--- src/sv/bpa_pkg.sv ---
// Shared types and constants for the buddy page allocator.
`default_nettype none
package bpa_pkg;
    localparam int DEF_PAGE_COUNT = 1024;
    localparam int DEF_MAX_ORDER  = 4;
    localparam int PAGE_W  = 10;
    localparam int ORDER_W = 3;

    localparam logic OP_ALLOC = 1'b0;
    localparam logic OP_FREE  = 1'b1;

    // datapath command
    typedef enum logic [3:0] {
        CMD_NONE      = 4'd0,
        CMD_LOAD      = 4'd1,
        CMD_SCAN      = 4'd2,
        CMD_RD_SELF   = 4'd3,
        CMD_RD_NEXT   = 4'd4,
        CMD_UNLINK    = 4'd5,
        CMD_SPLIT     = 4'd6,
        CMD_RD_PUSH   = 4'd7,
        CMD_PUSH      = 4'd8,
        CMD_RD_BUDDY  = 4'd9,
        CMD_MERGE     = 4'd10,
        CMD_DONE_OK   = 4'd11,
        CMD_DONE_FAIL = 4'd12,
        CMD_LINK      = 4'd13
    } cmd_t;

    typedef struct packed {
        logic op;
        logic order_bad;
        logic free_bad;
        logic list_found;
        logic scan_end;
        logic self_free;
        logic split_more;
        logic split_fits;
        logic buddy_ok;
        logic merge_more;
        logic unlink_for_push;
        logic clear_done;
    } stat_t;
endpackage
`default_nettype wire

--- src/sv/bpa_ctrl.sv ---
// Controller state machine sequencing alloc and free requests.
`default_nettype none
module bpa_ctrl
    import bpa_pkg::*;
(
    input  wire logic clk,
    input  wire logic rst_n,
    input  wire logic in_valid,
    input  wire logic in_op,
    output logic      in_ready,
    output logic      out_valid,
    input  wire logic out_ready,
    input  stat_t     stat,
    output cmd_t      cmd
);
    typedef enum logic [13:0] {
        S_IDLE   = 14'b00000000000001,
        S_CHECK  = 14'b00000000000010,
        S_SCAN   = 14'b00000000000100,
        S_RDSELF = 14'b00000000001000,
        S_WAIT   = 14'b00000000010000,
        S_UNLINK = 14'b00000000100000,
        S_SPLIT  = 14'b00000001000000,
        S_RDPUSH = 14'b00000010000000,
        S_WPUSH  = 14'b00000100000000,
        S_PUSH   = 14'b00001000000000,
        S_RDBUD  = 14'b00010000000000,
        S_WBUD   = 14'b00100000000000,
        S_FAIL   = 14'b01000000000000,
        S_OUT    = 14'b10000000000000
    } state_t;

    state_t state_reg, state_next;
    logic   bad_reg, bad_next;      // order or free check fail latched
    logic   upush_reg, upush_next;  // unlink precedes a push
    logic   mrg_reg, mrg_next;      // unlink is a merge step

    assign in_ready = (state_reg == S_IDLE) && stat.clear_done;

    always_comb
    begin
        state_next = state_reg;
        bad_next   = bad_reg;
        upush_next = upush_reg;
        mrg_next   = mrg_reg;
        cmd        = CMD_NONE;
        out_valid  = 1'b0;
        unique case (state_reg)
            S_IDLE:
            if (in_valid && stat.clear_done)
            begin
                cmd = CMD_LOAD;
                bad_next = 1'b0;
                if (stat.order_bad) bad_next = 1'b1;
                else if (in_op == OP_FREE && stat.free_bad) bad_next = 1'b1;
                state_next = S_CHECK;
            end
            S_CHECK:
            begin
                if (bad_reg) state_next = S_FAIL;
                else if (stat.op == OP_ALLOC) state_next = S_SCAN;
                else
                begin
                    cmd = CMD_RD_SELF;
                    state_next = S_RDSELF;
                end
            end
            S_SCAN:
            begin
                if (stat.list_found)
                begin
                    cmd = CMD_RD_SELF;
                    state_next = S_RDSELF;
                end
                else if (stat.scan_end) state_next = S_FAIL;
                else cmd = CMD_SCAN;
            end
            S_RDSELF:
            begin
                // alloc: read issued now on the latched head
                cmd = CMD_RD_NEXT;
                state_next = S_WAIT;
            end
            S_WAIT:
            begin
                if (stat.op == OP_ALLOC)
                begin
                    upush_next = 1'b0;
                    mrg_next = 1'b0;
                    cmd = CMD_UNLINK;
                    state_next = S_UNLINK;
                end
                else if (stat.self_free) state_next = S_FAIL;
                else
                begin
                    if (stat.merge_more)
                    begin
                        cmd = CMD_RD_BUDDY;
                        state_next = S_RDBUD;
                    end
                    else
                    begin
                        cmd = CMD_RD_PUSH;
                        state_next = S_RDPUSH;
                    end
                end
            end
            S_UNLINK:
            begin
                if (upush_reg)
                begin
                    cmd = CMD_LINK;
                    state_next = S_PUSH;
                end
                else if (mrg_reg)
                begin
                    cmd = CMD_MERGE;
                    state_next = S_WPUSH;
                end
                else state_next = S_SPLIT;
            end
            S_SPLIT:
            begin
                if (stat.op == OP_FREE || !stat.split_more)
                begin
                    cmd = CMD_DONE_OK;
                    state_next = S_OUT;
                end
                else
                begin
                    cmd = CMD_SPLIT;
                    state_next = S_RDPUSH;
                end
            end
            S_RDPUSH:
            begin
                // upper half past the last page is dropped
                if (stat.op == OP_ALLOC && !stat.split_fits) state_next = S_SPLIT;
                else
                begin
                    cmd = CMD_RD_NEXT;
                    state_next = S_WPUSH;
                end
            end
            S_WPUSH:
            begin
                if (mrg_reg)
                begin
                    // after a merge, look for the next buddy
                    mrg_next = 1'b0;
                    if (stat.merge_more)
                    begin
                        cmd = CMD_RD_BUDDY;
                        state_next = S_RDBUD;
                    end
                    else
                    begin
                        cmd = CMD_RD_PUSH;
                        state_next = S_RDPUSH;
                    end
                end
                else if (stat.unlink_for_push)
                begin
                    upush_next = 1'b1;
                    cmd = CMD_UNLINK;
                    state_next = S_UNLINK;
                end
                else
                begin
                    cmd = CMD_LINK;
                    state_next = S_PUSH;
                end
            end
            S_PUSH:
            begin
                upush_next = 1'b0;
                cmd = CMD_PUSH;
                state_next = S_SPLIT;
            end
            S_RDBUD:
            begin
                cmd = CMD_RD_NEXT;
                state_next = S_WBUD;
            end
            S_WBUD:
            begin
                if (stat.buddy_ok)
                begin
                    mrg_next = 1'b1;
                    cmd = CMD_UNLINK;
                    state_next = S_UNLINK;
                end
                else
                begin
                    cmd = CMD_RD_PUSH;
                    state_next = S_RDPUSH;
                end
            end
            S_FAIL:
            begin
                cmd = CMD_DONE_FAIL;
                state_next = S_OUT;
            end
            S_OUT:
            begin
                out_valid = 1'b1;
                if (out_ready) state_next = S_IDLE;
            end
            default: state_next = S_IDLE;
        endcase
    end

    always_ff @(posedge clk or negedge rst_n)
    begin
        if (!rst_n)
        begin
            state_reg <= S_IDLE;
            bad_reg   <= 1'b0;
            upush_reg <= 1'b0;
            mrg_reg   <= 1'b0;
        end
        else
        begin
            state_reg <= state_next;
            bad_reg   <= bad_next;
            upush_reg <= upush_next;
            mrg_reg   <= mrg_next;
        end
    end

`ifndef SYNTHESIS
    a_one_hot: assert property (@(posedge clk) disable iff (!rst_n) $onehot(state_reg))
        else $error("state not one-hot");
    a_ready_out: assert property (@(posedge clk) disable iff (!rst_n) !(in_ready && out_valid))
        else $error("ready while result pending");
    a_out_hold: assert property (@(posedge clk) disable iff (!rst_n)
        out_valid && !out_ready |=> out_valid)
        else $error("result dropped");
`endif
endmodule
`default_nettype wire

--- config.mk ---
export PLATFORM = sky130hd
export DESIGN_NAME = bpa_ctrl
export DESIGN_NICKNAME = d
export VERILOG_FILES = /design/src/sv/bpa_pkg.sv /design/src/sv/bpa_ctrl.sv
export SDC_FILE = /design/constraint.sdc
export NUM_CORES = 1
export LEC_CHECK = 0
export BUFFER_PORTS_ARGS = -buffer_cell sky130_fd_sc_hd__buf_4
export CELL_PAD_IN_SITES_DETAIL_PLACEMENT = 1
export CELL_PAD_IN_SITES_GLOBAL_PLACEMENT = 1
export CORE_ASPECT_RATIO = 0.7
export CORE_MARGIN = 8
export CORE_UTILIZATION = 43
export CTS_BUF_LIST = sky130_fd_sc_hd__clkbuf_4
export CTS_CLUSTER_SIZE = 30
export DETAILED_ROUTE_END_ITERATION = 8
export MAX_ROUTING_LAYER = met4
export PLACE_DENSITY = 0.88
export SYNTH_ARGS = -nofsm -noshare
export SYNTH_HDL_FRONTEND = slang
export SYNTH_SLANG_ARGS = --single-unit
--- constraint.sdc ---
create_clock -name clk -period 2.5 [get_ports clk]
set_input_delay 0.25 -clock clk [delete_from_list [all_inputs] [get_ports clk]]
set_output_delay 0.25 -clock clk [all_outputs]
set_load 0.01 [all_outputs]
==> reports/results.ini <==
[synth]
ys_seq_elements=17
syn_inst=151
ys_seq_area_frac=0.329
synth.avg_cell_area_um2=8.58
synth_area_leaders=dfrtp_1 (31%), nor2_1 (5.5%), nor4_4 (4.9%), a21oi_1 (3.5%), nand4_1 (3.4%)
syn_nets=168
synth_edf_count=0
synth_area_leader_cell=dfrtp_1
yosysWarnings=0
yosys.area.top_type_share=0.309
synth_area_um2=1290
synth_cell_types=51
synthArstFlopShare=1.00
ys.flop_type=dfrtp_1

[routing]
drt_iter0_drc=163
viasPerCell=6.63
vias=1511
avgRoutedWirePerCell_um=23.7
wirelength_mm=5.40
ant_nets=0
drc=0
drt_pass1_iterations=4

[finish]
final_common_cell=buf_4
fill_cells=340
areaGrowthSynthToFinish_pct=33.5
multi_input_area_um2=853
drive_gt1_frac=0.359
final_cell_mix=buf_4 (40), nor2_1 (17), nand2_1 (11), dfrtp_1 (11), a21oi_1 (9)
final_cell_count_no_fill=228
n_antenna_cell=0
largest_register_ffs=14
post-route-util=0.613
nets=210
seqCellArea_um2=433
final_area_um2=1730

[timing]
tightest_slew_ns=0.485
setup_violations=4
period_minus_slack_ns=2.61
fin_ws_ns=-0.106
hold_viol_final=0
period_share=1.04
slew_viol_final=0
fin_skew_ns=0.0230
slew_headroom=0.672
fmax_mhz=384
rsz0062_at_grt=true

[setup_path]
critPathMaxStageDelay_ns=0.48
critical_path.top_delay_family=simple AND/OR/NAND/NOR gates
worstRegToRegCells=5
r2r_end=state_reg[0]$_DFFE_PN1P_
critical_path_peak_fanout=6
crit_path_start=state_reg[7]$_DFFE_PN0P_
cpMostUsedCell=buf_6
regToRegStartpoint=state_reg[9]$_DFFE_PN0P_
cp.buffers_inverters=3
critPathKind=register to primary output
path_depth=8
path_cells=nor4_4 -> buf_4 -> nand4_1 -> buf_6 -> o32a_1 -> nor2_1 -> or4_1 -> buf_6
cp-endpoint=cmd[1]
startpoint_type=register
timing.reg2reg.setup_slack_ns=0.42
cp_slowest_cell=dfrtp_1
cp.arrival_ns=2.36
end_kind=primary output
cp.required_ns=2.25

[pwr]
power_density_nw_per_um2=753
p_leak_nw=0.810
ir_worst_vdd_mv=0.479

[floorplanning]
core_area_um2=2820
start_util=0.459
row_count=16
die_area_um2=5050
die-width_um=81.6
io_pins=23
die_y_um=61.9

[grt]
grt_pass1_wl_mm=7.22
antenna_found_initial=0
grt_start_max_net_pins=18
grt_pass1_vias=1421
grt.total_usage=0.194
grt.overflow.total=0

[outcome]
violations=negative setup slack
status=complete, but fails checks

[cts]
root_buffer=clkbuf_4
clock_path_buffers=2
path_clk_slew_ns=0.10
cts_tree=built
htree_levels=1
clk_latency_ns=0.33
clock_sinks=17
numCtsBuffers=3

[placed_design]
portBuffers=22
gp_congestion=0.976
place_area_um2=1510
placedCellCount=208
place_hpwl_mm=3.45

[job]
maxCapViolCount=0

[min_path]
worstHoldPathType=input pin to register

## logic make-up (layout without fill, tap and decap cells)
family                 Yosys count  after routing  share of synthesized area
AND/OR/NAND/NOR                 80             80                      0.403
XOR/XNOR                         3              3                     0.0203
flip-flops                      17             17                      0.329
AO/OA/AOI/OAI                   37             37                      0.194
buffers and inverters           14             55                     0.0531
## repair_timing
action | in CTS | in global routing
hold buffers | 1 | 0
endpoints found under the setup margin | 4 | 4
resized for setup | 0 | 19
pin swaps | 2 | 5
endpoints found under the hold margin | 16 | 0
cloned | 0 | 0
buffers inserted | 5 | 10
## metal layers
layer,GRT usage,up-vias,part of all wire,wire [um]
li1,-,658,-,-
met1,0.246,728,0.44,2400
met2,0.298,110,0.44,2360
met3,0.0503,15,0.10,540
met4,0.0597,0,0.018,99
met5,-,-,0,0
## synthesized netlist by cell type, types with 2 or more instances
library cell and instances:
a31oi_1 3, nor4b_1 3, buf_2 4, nand2_1 11
a21oi_1 9, nor2b_1 6, nand4b_1 2, o2111ai_1 2
and3_1 4, or4_1 3, a211o_1 2, nand4_1 7
nor4b_2 2, nor4_4 3, nor4_1 2, xor2_1 2
o32a_1 2, inv_1 7, nor2_1 19, nor3_1 6
dfrtp_1 16, o21ai_0 7
## through the flow
step                      power (W)  setup WS [ns]  TNS (ns)  hold WS [ns]
final                       0.00130         -0.106    -0.197         0.190
after global routing        0.00136         -0.126    -0.376         0.189
after CTS                   0.00114         0.0441         0         0.189
after detailed placement   0.000944          0.274         0         0.132
after global placement     0.000920          0.350         0         0.130
after floorplan            0.000765          0.495         0       -0.0456
## worst register-to-register path, cell delays in order, from the launching register on
cell,delay (ns)
dfrtp_1,0.51
nor4b_1,0.52
nand4_1,0.23
o21ai_1,0.26
and4b_1,0.25
a32o_1,0.25
## layout make-up
class	count	share of cell area
Inverter	7	0.0152
Clock buffer	3	0.0130
Sequential cell	17	0.250
Clock inverter	1	0.00289
Timing Repair Buffer	44	0.199
Tap cell	36	0.0260
Multi-Input combinational cell	120	0.493
## how the worst min path moves through the flow
stage          startpoint                        end  slack, ns  cells past startpoint
2_1_floorplan       rst_n        bad_reg$_DFFE_PN0P_      -0.05                      0
5_1_grt           stat[1]   state_reg[5]$_DFFE_PN0P_       0.19                      2
4_1_cts           stat[1]   state_reg[5]$_DFFE_PN0P_       0.19                      2
3_3_place_gp        rst_n   state_reg[8]$_DFFE_PN0P_       0.13                      1
3_5_place_dp        rst_n  state_reg[10]$_DFFE_PN0P_       0.13                      1
6_report          stat[1]   state_reg[5]$_DFFE_PN0P_       0.19                      2
## power breakdown
part / leakage [nW] / switching (W) / internal (W) / total (W)
Sequential: 0.223 / 0.0000604 / 0.000322 / 0.000382
Combinational: 0.569 / 0.000406 / 0.000345 / 0.000751
Clock: 0.0177 / 0.000108 / 0.0000602 / 0.000169
Note: power is estimated with default switching activity, not from simulation.
